## config.mk

```make
export PLATFORM = sky130hd
export DESIGN_NAME = krv_mul
export DESIGN_NICKNAME = d
export VERILOG_FILES = /design/src/krv_mul.sv
export SDC_FILE = /design/constraint.sdc
export NUM_CORES = 2
export LEC_CHECK = 0
export ABC_CLOCK_PERIOD_IN_PS = 12950
export BUFFER_PORTS_ARGS = -buffer_cell sky130_fd_sc_hd__clkbuf_2
export CORE_MARGIN = 10
export CORE_UTILIZATION = 67
export DETAILED_ROUTE_END_ITERATION = 8
export PLACE_DENSITY = 0.95
export SLEW_MARGIN = 10
export SYNTH_ARGS = -nofsm -noshare
export SYNTH_HDL_FRONTEND = slang
export SYNTH_SLANG_ARGS = --single-unit
```

## constraint.sdc

```tcl
create_clock -name clock -period 12.95 [get_ports clock]
set_clock_uncertainty 0.2 [all_clocks]
set_input_delay 2.59 -clock clock [delete_from_list [all_inputs] [get_ports clock]]
set_output_delay 2.59 -clock clock [all_outputs]
set_load 0.05 [all_outputs]
```

## src/krv_mul.sv

```systemverilog
module krv_mul (
   input  logic                clock,
   input  logic signed [33:0]  mul_a,
   input  logic signed [33:0]  mul_b,
   output logic signed [67:0]  prod
);

   logic signed [67:0] prod_ff;

   // Registered signed product
   always_ff @(posedge clock) begin
      prod_ff <= mul_a * mul_b;
   end

   assign prod = prod_ff;

endmodule

```

==> flow_results.org <==
** Cells and area
- The area growth from synthesis to layout is 3.09%.
- Once layout is complete, the utilization of the core stands at 70.1%.
- With fillers left out, the area of the finished cells amounts to 44,400 um2.
- Cells with a size suffix above 1 make up 4.70% of the layout.
- At the end of the flow, the number of nets in the layout was 6,015.
- The register with the most flip-flops in the layout has 68 of them.

** Critical path
- The worst setup path is launched from an input port.
- For the worst setup path, the data arrival time is ~11 ns.
- Together, buffers and inverters on the worst path number 4.
- Largest stage delay on the critical path :: ~1.3 ns
- The critical path in this run is classified as in -> reg.
- Among all stages on the critical path, the largest delay is contributed by fa_1.
- In this run the worst path has a maximum fanout of 34.
- Family of cells with the greatest summed delay on the critical path :: adder cells
- STA classifies the critical path endpoint as a register.
- For the worst setup path, the data required time is 13.04 ns.
- List of cells traversed by the critical path :: clkbuf_2 > nand2_1 > inv_1 > fa_1 > fa_1 > fa_1 > fa_1 > fa_1 > fa_1 > fa_1 > inv_1 > fa_1 > inv_1 > ha_1 > and2_1 > nand2_1 > o41ai_1 > a31oi_4 > o31ai_4 > a221oi_2 > xnor2_1
- In this design, the critical path's most frequently occurring cell is fa_1.

** Hold path
- Kind of path behind the tightest hold check :: in -> reg

** Drt
- Total number of vias :: 32,700
- After detailed routing, the number of remaining DRC violations is 0.
- The first routing iteration left 3,942 violations.
- Post-Route WL :: 126,000 um
- After detailed routing, the number of vias per cell comes to just over 6.
- Antenna-violating nets left :: 0
- For this run, the detailed router's first-pass iteration total came to 8.
- Dividing the detail-routed wire length by the instance count gives 23.6 um.

** GRT
- Antenna violations before repair :: 5
- Via count of the first global-routing pass :: around 38,000
- Gr ovfl total :: 0
- First-pass GRT wire length :: 203,000 um
- Overall routing resource usage :: 35.4%
- Maximum number of pins on one net before global-route repair :: 35

** Synth
- FFs w/ async S/R, synth :: 0%
- After synthesis, the mean cell area works out to 9.45 um2.
- Synthesis produced a netlist with a net count of 6,068.
- By area the synthesized netlist is led by fa_1, inv_1, and2_1.
- The mapped netlist covers ~43,000 um2.
- Commonest cells post-synth :: fa_1, inv_1, and2_1
- The synthesized design contains roughly 70 register bits.
- Synthesis produced a netlist whose cell count is ~4,600.
- Most frequent cell after synthesis :: fa_1
- The share of synthesized area in the top cell type comes to just under 60%.
- In this run, synthesis inferred 0 flip-flops with an integrated enable.
- Among all flip-flop cells after synthesis, the most frequent one is dfxtp_1.
- Fraction of the yosys area taken by sequential cells :: 3.16%
- YS warnings :: 0
- The largest total area in the synthesized netlist belongs to fa_1.
- Synth unique cells :: 69

** CTS
- Hold buffers post-CTS :: 0
- The H-tree was split into 3 levels.
- CTS tree :: yes
- Post-CTS Setup Inserts :: 0
- The root buffer cell chosen for the clock tree is clkbuf_16.
- Clock-pin slew was measured on the worst setup and hold paths at approximately 0.07 ns.
- Number of instances resized during post-cts repair :: 0
- The clock passes through at most 2 buffers.
- CTS buffer count :: 9
- The clock net in this run drives a total of 68 sinks.

** STA
- Slew at the pin closest to its max-slew limit :: ~1.2 ns
- Final hold violation count :: 0
- Across all setup checks in the final design, the least slack found is 1.89 ns.
- Max frequency :: 0.0904 GHz
- Final setup TNS :: 0 ns
- Final Max Slew Viols :: 0
- The final critical path takes up 85.4% of the cycle.
- Setup violations remaining at the end of the flow were counted as 0.
- The worst path needs 11.06 ns of the cycle, external delays included.
- RSZ-0062 raised after global routing :: no
- Max transition margin :: 19.7%

** Job
- # Max-Cap Violations :: 0

** Status
- The run finished with clean final reports.

** Die
- Core outline area :: between 60,000 and 70,000 um2
- 137 I/O pins were placed.
- The initial utilization of the core area, before any placement, comes to between 60% and 70%.
- Row generation in the floorplan step produced 92 rows.
- The floorplan step set the die width to 273 um.
- Die Y-Extent :: 273 um
- Die ar. :: 74,800 um2

** Placement
- Post-Place Worst Slack :: 1.63 ns
- Quantity of I/O buffers inserted on ports :: 136
- Final RePlAce weighted congestion :: 0.959
- The placed instances occupy a cell area of 44,100 um2.
- Sum of net half-perimeters after detailed placement :: 97,100 um
## logic make-up after synthesis
group           count (synthesis)  share of synthesized area, %
compound gates                206                          3.35
xor+xnor                       79                          1.61
fa+ha+maj                    1445                          63.7
buf+inv                      1460                          12.8
flops                          68                          3.16
simple gates                 1296                          15.4
## layout make-up
cell class	instances	area, um2
fill	4038	19000
clock buffer	9	225
clock inverter	7	51.3
inverter	1232	4620
sequential	68	1360
multi-input combinational	3026	36100
antenna	2	5.00
tap	846	1060
timing repair buffer	164	891
## final timing paths
path / cells after the start / start / to
min: 3 / mul_b[0] / prod[0]$_DFF_P_
max: 21 / mul_a[33] / prod[66]$_DFF_P_
## worst min-delay path: stages
cell and delay, ns:
clkbuf_2 0.08, buf_4 0.23, and2_1 0.19
## cells in the final DEF, fill, tap and decap left out, drive strengths merged, types with 2 or more instances in the layout
cell and instances:
o21a 4, a311oi 2, and3 8, a211o 3, o31ai 2, nor2 56, a31oi 10, xnor2 56
xor2 23, a21o 37, o41ai 6, o221ai 2, nand4 11, a21oi 63, and4 2, ha 204
nor2b 9, nand2 542, or3 2, o211ai 3, o21ai 41, clkbuf 145, a2111o 2, o21bai 12
inv 1232, a211oi 7, or2 4, clkinvlp 2, a21bo 2, nor3 5, and2 623, nand3 11
buf 28, nand2b 20, diode 2, clkinv 5, dfxtp 68, a221oi 4, fa 1241
## routing by layer
metal | track usage, % | share of wire (%)
met3 | 13.0 | 14
met5 | 0.986 | 0.063
met1 | 39.6 | 31
met4 | 24.6 | 8.8
met2 | 56.1 | 46
## metrics by stage
| stage | cells | hold WS, ns |
|---|---|---|
| global route | 5352 | 2.56 |
| global placement | 5336 | 2.89 |
| detailed placement | 5336 | 2.89 |
| CTS | 5352 | 2.54 |
| floorplan | 4554 | 2.52 |
| finish | 5354 | 2.53 |
Power is left out: the tool's default activity adds up to more than one toggle a clock period on the data nets, which glitch-free logic cannot reach.
