### src/krv_pkg.sv
package krv_pkg;

   // Default Newton step budget
   localparam int NEWTON_STEPS_DEF = 50;

   // Fixed-point constants
   localparam logic [30:0] ONE_Q30         = 31'h4000_0000;
   localparam logic [33:0] TWO_PI_Q28      = 34'd1686629713;
   localparam logic [33:0] INV_TWO_PI_Q32  = 34'd683565276;
   localparam logic [23:0] ECC_START_LIMIT = 24'd13421772;
   localparam logic [31:0] HALF_TURN       = 32'h8000_0000;
   localparam logic [29:0] EIGHTH_TURN     = 30'h2000_0000;
   localparam logic [30:0] QUARTER_TURN    = 31'h4000_0000;

   // Accumulator and output limits
   localparam logic signed [40:0] SUM_MAX = 41'sh0_7F_FFFF_FFFF;
   localparam logic signed [40:0] SUM_MIN = -41'sh0_80_0000_0000;
   localparam logic signed [39:0] OUT_MAX = 40'sh00_7FFF_FFFF;
   localparam logic signed [39:0] OUT_MIN = -40'sh00_8000_0000;

   // Divider step counts
   localparam logic [6:0] STEPS_PHASE = 7'd86;
   localparam logic [6:0] STEPS_DIV   = 7'd64;
   localparam logic [6:0] STEPS_SQRT  = 7'd31;

   // Polynomial term indexes: sine terms first, then cosine terms
   localparam logic [3:0] KIDX_SIN_LAST = 4'd4;
   localparam logic [3:0] KIDX_COS_LAST = 4'd10;

   typedef enum logic {
      DIV_MODE_DIV,
      DIV_MODE_SQRT
   } div_mode_type;

   typedef struct packed {
      logic         start;
      div_mode_type mode;
      logic [6:0]   steps;
   } div_cmd_type;

   typedef struct packed {
      logic busy;
      logic done;
   } div_sts_type;

   // Divisor k(k+1) of each Taylor term
   function automatic logic [7:0] term_div(input logic [3:0] kidx);
      logic [7:0] d;
      unique case (kidx)
         4'd0:    d = 8'd110;
         4'd1:    d = 8'd72;
         4'd2:    d = 8'd42;
         4'd3:    d = 8'd20;
         4'd4:    d = 8'd6;
         4'd5:    d = 8'd132;
         4'd6:    d = 8'd90;
         4'd7:    d = 8'd56;
         4'd8:    d = 8'd30;
         4'd9:    d = 8'd12;
         4'd10:   d = 8'd2;
         default: d = 8'd1;
      endcase
      return d;
   endfunction

   // floor(2^32 / k(k+1)) of each Taylor term
   function automatic logic [31:0] term_recip(input logic [3:0] kidx);
      logic [31:0] r;
      unique case (kidx)
         4'd0:    r = 32'(64'd4294967296 / 64'd110);
         4'd1:    r = 32'(64'd4294967296 / 64'd72);
         4'd2:    r = 32'(64'd4294967296 / 64'd42);
         4'd3:    r = 32'(64'd4294967296 / 64'd20);
         4'd4:    r = 32'(64'd4294967296 / 64'd6);
         4'd5:    r = 32'(64'd4294967296 / 64'd132);
         4'd6:    r = 32'(64'd4294967296 / 64'd90);
         4'd7:    r = 32'(64'd4294967296 / 64'd56);
         4'd8:    r = 32'(64'd4294967296 / 64'd30);
         4'd9:    r = 32'(64'd4294967296 / 64'd12);
         4'd10:   r = 32'(64'd4294967296 / 64'd2);
         default: r = 32'hFFFF_FFFF;
      endcase
      return r;
   endfunction

   // Signed quotient from magnitude, clamped to [-2^30, 2^30]
   function automatic logic signed [31:0] clamp_q30(input logic [63:0] mag, input logic neg);
      logic [31:0] m;
      m = (mag > 64'h4000_0000) ? 32'h4000_0000 : mag[31:0];
      return neg ? -signed'(m) : signed'(m);
   endfunction

   // Signed quotient from magnitude, clamped to the int32 range
   function automatic logic [31:0] clamp_i32(input logic [63:0] mag, input logic neg);
      logic [31:0] r;
      if (neg) begin
         r = (mag > 64'h8000_0000) ? 32'h8000_0000 : (32'h0 - mag[31:0]);
      end else begin
         r = (mag > 64'h7FFF_FFFF) ? 32'h7FFF_FFFF : mag[31:0];
      end
      return r;
   endfunction

endpackage

### src/krv_div.sv
module krv_div (
   input  logic                 clock,
   input  logic                 reset,
   input  krv_pkg::div_cmd_type cmd,
   input  logic [85:0]          dividend,
   input  logic [31:0]          divisor,
   output krv_pkg::div_sts_type sts,
   output logic [63:0]          quot
);

   import krv_pkg::*;

   logic         busy_ff;
   logic         done_ff;
   logic [6:0]   cnt_ff;
   div_mode_type mode_ff;
   logic [85:0]  num_ff;
   logic [31:0]  den_ff;
   logic [34:0]  rem_ff;
   logic [63:0]  quot_ff;

   logic [34:0]  cand;
   logic [34:0]  subt;
   logic [35:0]  trial;
   logic         fits;

   // One restoring step: a quotient bit or a root bit
   always_comb begin
      if (mode_ff == DIV_MODE_SQRT) begin
         cand = {rem_ff[32:0], num_ff[85:84]};
         subt = {quot_ff[32:0], 2'b01};
      end else begin
         cand = {rem_ff[33:0], num_ff[85]};
         subt = {3'b000, den_ff};
      end
      trial = {1'b0, cand} - {1'b0, subt};
      fits  = !trial[35];
   end

   always_ff @(posedge clock) begin
      if (reset) begin
         busy_ff <= 1'b0;
         done_ff <= 1'b0;
         cnt_ff  <= '0;
      end else begin
         done_ff <= 1'b0;
         if (cmd.start) begin
            busy_ff <= 1'b1;
            cnt_ff  <= cmd.steps;
            mode_ff <= cmd.mode;
            num_ff  <= dividend;
            den_ff  <= divisor;
            rem_ff  <= '0;
            quot_ff <= '0;
         end else if (busy_ff) begin
            rem_ff  <= fits ? trial[34:0] : cand;
            quot_ff <= {quot_ff[62:0], fits};
            num_ff  <= (mode_ff == DIV_MODE_SQRT) ? {num_ff[83:0], 2'b00}
                                                  : {num_ff[84:0], 1'b0};
            cnt_ff  <= cnt_ff - 7'd1;
            if (cnt_ff == 7'd1) begin
               busy_ff <= 1'b0;
               done_ff <= 1'b1;
            end
         end
      end
   end

   assign sts.busy = busy_ff;
   assign sts.done = done_ff;
   assign quot     = quot_ff;

`ifndef SYNTHESIS
   // A start is only issued to an idle unit
   a_start_idle: assert property (@(posedge clock) disable iff (reset)
      cmd.start |-> !busy_ff)
      else $error("divider started while busy");

   // Completion follows the last step of a run
   a_done_end: assert property (@(posedge clock) disable iff (reset)
      done_ff |-> $past(busy_ff) && !busy_ff)
      else $error("divider done without a finished run");

   // A run never counts below one step
   a_cnt_live: assert property (@(posedge clock) disable iff (reset)
      busy_ff |-> cnt_ff != 7'd0)
      else $error("divider busy with empty count");
`endif

endmodule

### config.mk
export PLATFORM = sky130hd
export DESIGN_NAME = krv_div
export DESIGN_NICKNAME = d
export VERILOG_FILES = /design/src/krv_pkg.sv /design/src/krv_div.sv
export SDC_FILE = /design/constraint.sdc
export NUM_CORES = 1
export LEC_CHECK = 0
export BUFFER_PORTS_ARGS = -buffer_cell sky130_fd_sc_hd__buf_2
export CAP_MARGIN = 5
export CORE_MARGIN = 4
export CORE_UTILIZATION = 45
export DETAILED_ROUTE_END_ITERATION = 10
export GPL_TIMING_DRIVEN = 0
export PLACE_DENSITY = 0.66
export SYNTH_ARGS = -nofsm -noshare
export SYNTH_HDL_FRONTEND = slang
export SYNTH_SLANG_ARGS = --single-unit
### constraint.sdc
create_clock -name clock -period 19.55 [get_ports clock]
set_input_delay 1.955 -clock clock [delete_from_list [all_inputs] [get_ports clock]]
set_output_delay 1.955 -clock clock [all_outputs]
set_load 0.01 [all_outputs]
==> results.toml <==
[status]
run_status = "complete, no violations"

[placed_design]
gpl_wtd_cong = 0.874
detailed_place_hpwl_um = 21200
buffer_ports.inserted = 192
preCtsSetupSlack_ns = 14.52
detailed_place.area_um2 = 13800

[synthesis]
synth_async_sr_flop_share = 0
syn_area_per_cell_um2 = 11.5
predominant_post_synthesis_flop_cell = "sky130_fd_sc_hd__edfxtp_1"
post_synthesis_register_bit_count = 226
main_combinational_cell_family_by_area_after_synthesis = "multiplexers"
synthDominantCellAreaShare = 0.533
syn_nets = 1229
synth_adder_area_share = 0.0395
synthMuxAreaShare = 0.126
synthSimpleGateAreaFrac = 0.120
synth_compound_gate_area_share = 0.117
post_synth_num_cell_types = 62
ys_warn_count = 0
synth_edf_count = 217
main_area_contributors_after_synthesis = "sky130_fd_sc_hd__edfxtp_1, sky130_fd_sc_hd__mux2i_1, sky130_fd_sc_hd__o21ai_0"
synth_seq_area_share = 0.548
synth_area_um2 = 12200
synth_area_leader_cell = "sky130_fd_sc_hd__edfxtp_1"
synthXorXnorAreaFrac = 0.0229
synthesis.instances = 1062

[die]
initial_util = 0.456
design.core.area_um2 = 26800
number_of_core_rows = 60
die_height_um = 173
die-area_um2 = 29900
die_w_um = 173
io-pin-count = 195

[global_routing]
grt_antenna_before_repair = 1
first_global_vias = 8971
groute.usage.overall = 0.186
wire_length_of_the_first_global_routing_pass_um = 46300
overflow = 0
grt_start_max_net_pins = 40

[finish]
postLayoutCellArea_um2 = 14600
most-common-layout-cells = "sky130_fd_sc_hd__edfxtp_1, sky130_fd_sc_hd__buf_2, sky130_fd_sc_hd__mux2i_1, sky130_fd_sc_hd__nand2_1, sky130_fd_sc_hd__o21ai_0"
area.growth.synth_to_final_pct = 19.2
final_nets = 1455
final_common_cell = "sky130_fd_sc_hd__edfxtp_1"
footprint_of_the_multi_input_gates_um2 = 5210
final-seq-area_um2 = 6700
post_route_cells_drive_above_1_share = 0.227
layout.filler_cells = 2363

[timing]
fmaxAchievable_mhz = 201
slew_viol_final = 0
worst_slack_ns = 14.57
setup-tns-final_ns = 0
unrepaired_setup_endpoints_after_global_routing = "no"
maxSlewHeadroom = 0.387
clock-skew-final_ns = 0.0136
timing.final.hold_violations = 0
tightest_slew_ns = 0.919
setup_violating_endpoint_count_in_the_final_report = 0
timing.final.crit_period_ns = 4.98
layout_worst_path_cycle_share = 0.255

[worst_setup_path]
path_common_cell = "sky130_fd_sc_hd__buf_2"
timing.critical_path.slowest_stage_cell = "sky130_fd_sc_hd__clkbuf_1"
r2r-end = "rem_ff[19]"
critical_path.cell_chain = "clkbuf_1 > buf_2 > clkbuf_1 > mux2i_1 > ha_1 > buf_2 > a21oi_1 > o21ai_0 > nor3_1 > a21oi_1 > and3_1 > o22a_1 > buf_2 > buf_1 > nor2_1 > a211oi_1"
critical_path.reg2reg.startpoint = "mode_ff"
critical_path_arrival_ns = 5.30
path_depth = 16
max_fo_critical_path = 10
r2r_cells = 16
setup.worst_path.class = "flop to flop"
worst_setup_path_start_kind = "flop"
critical_path_s_top_delay_family = "buffers and inverters"
cp_data_required_time_ns = 19.88
r2r_setup_slack_ns = 14.57
cp_slowest_stage_delay_ns = 0.66
buffer_and_inverter_count_on_the_worst_path = 6
end_kind = "flop"

[route]
initialDrtViolationCount = 639
drt-vias-per-instance = 5.34
drt-wirelength-per-cell_um = 17.4
wl_um = 28600
detail_route.first_pass.iterations = 5
routed-via-count = 8797
route.detailed.drc = 0
antenna_left = 0

[clock_network]
numClockSinks = 226
htree_levels = 1
ctsHoldBuffers = 0
max-clock-path-buffers = 3
cts_tree = "done"
clock_latency_ns = 0.52
numCtsBuffers = 25
cts_repair_resize_count = 0
clk_pin_slew_worst_paths_ns = 0.06
cts_root_buffer = "sky130_fd_sc_hd__clkbuf_16"
post-cts-setup-buffer-count = 0

[power]
power_density_nw_per_um2 = 95.7
power.ir.vdd_worst_mv = 0.0679
leakagePower_nw = 5.88

[hold_path]
worstHoldPathCells = 1
hold_ep = "quot[48]"
hold_path.startpoint = "quot[47]"
hp-class = "flop to flop"

[run]
drv.max_cap_violation_count = 0
## final cells by class
class | count | area share
repair buffers | 199 | 0.0766
clock buffers | 27 | 0.0435
plain buffers | 66 | 0.0189
clock inverters | 16 | 0.0103
diodes | 2 | 0.000344
multi-input cells | 757 | 0.358
well taps | 341 | 0.0293
inverters | 13 | 0.00335
flip-flops and latches | 226 | 0.460
## metrics by stage
step	hold slack (ns)	utilization	cells	total power, mW
floorplan	0.535	-	1062	0.859
global placement	0.538	0.508	1595	0.946
detailed placement	0.545	0.514	1602	0.948
CTS	0.567	0.543	1645	1.41
global route	0.605	0.543	1646	1.47
finish	0.560	0.543	1647	1.39
## worst reg2reg max path: cells and delay by family, from the launching register on
| kind | cells | cell delay, ns |
|---|---|---|
| AOI/OAI and AO/OA | 5 | 1.11 |
| adders and majority gates | 1 | 0.31 |
| buffers and inverters | 6 | 2.36 |
| DFF | 1 | 0.38 |
| muxes | 1 | 0.21 |
| and+or+nand+nor | 3 | 0.42 |
## cells by family (layout without fill, tap and decap cells)
| kind of cell | count (synthesis) | in the layout |
|---|---|---|
| flops | 226 | 226 |
| simple gates | 308 | 308 |
| fa+ha+maj | 38 | 38 |
| other cells | 0 | 2 |
| xor+xnor | 32 | 32 |
| mux | 150 | 150 |
| compound gates | 229 | 229 |
| buf+inv | 79 | 321 |
## flip-flops by register name, summed over array words and instances, names as in the netlist
register	cells
den_ff	32
rem_ff	34
cnt_ff	7
done_ff	1
quot	64
busy_ff	1
num_ff	86
mode_ff	1
## report_power, final
group | total, mW | switching [mW] | internal (mW)
sequential | 0.601 | 0.0183 | 0.582
clock | 0.456 | 0.184 | 0.271
combinational | 0.338 | 0.196 | 0.142
## worst max path at each step
stage,start,end,slack (ns)
after global routing,mode_ff,rem_ff[20],14.07
after global placement,cmd[8],busy_ff,4.35
after floorplan,cmd[8],busy_ff,8.63
after detailed placement,mode_ff,rem_ff[16],14.52
final,mode_ff,rem_ff[19],14.57
after CTS,mode_ff,rem_ff[19],14.46
## synth_stat cells (4+ instances only)
cell and instances:
sky130_fd_sc_hd__edfxtp_1 217, sky130_fd_sc_hd__mux2i_1 116, sky130_fd_sc_hd__nand2_1 111, sky130_fd_sc_hd__o21ai_0 102, sky130_fd_sc_hd__nor2_1 69, sky130_fd_sc_hd__nor2b_1 68
sky130_fd_sc_hd__clkbuf_1 44, sky130_fd_sc_hd__a21oi_1 38, sky130_fd_sc_hd__ha_1 37, sky130_fd_sc_hd__mux2_2 34, sky130_fd_sc_hd__a211oi_1 29, sky130_fd_sc_hd__xnor2_1 18
sky130_fd_sc_hd__a21o_1 14, sky130_fd_sc_hd__xor2_1 14, sky130_fd_sc_hd__inv_1 13, sky130_fd_sc_hd__buf_1 11, sky130_fd_sc_hd__nor3_1 10, sky130_fd_sc_hd__dfxtp_1 9
sky130_fd_sc_hd__nand2b_1 9, sky130_fd_sc_hd__nand3_1 7, sky130_fd_sc_hd__buf_2 6, sky130_fd_sc_hd__nand4_1 5, sky130_fd_sc_hd__a31oi_1 4, sky130_fd_sc_hd__and2_1 4
sky130_fd_sc_hd__and3_1 4, sky130_fd_sc_hd__nor4_1 4, sky130_fd_sc_hd__o211ai_1 4, sky130_fd_sc_hd__o22ai_1 4, sky130_fd_sc_hd__o31ai_1 4, sky130_fd_sc_hd__or3_1 4
## layer usage
metal / part of all wire / wire (um) / up-vias / GRT usage
li1: - / - / 4377 / -
met1: 0.47 / 13600 / 4179 / 0.262
met2: 0.46 / 13200 / 212 / 0.310
met3: 0.051 / 1450 / 29 / 0.0310
met4: 0.014 / 414 / 0 / 0.0329
met5: 0 / 0 / - / 0
No activity file was read; power rests on OpenSTA's default activity.
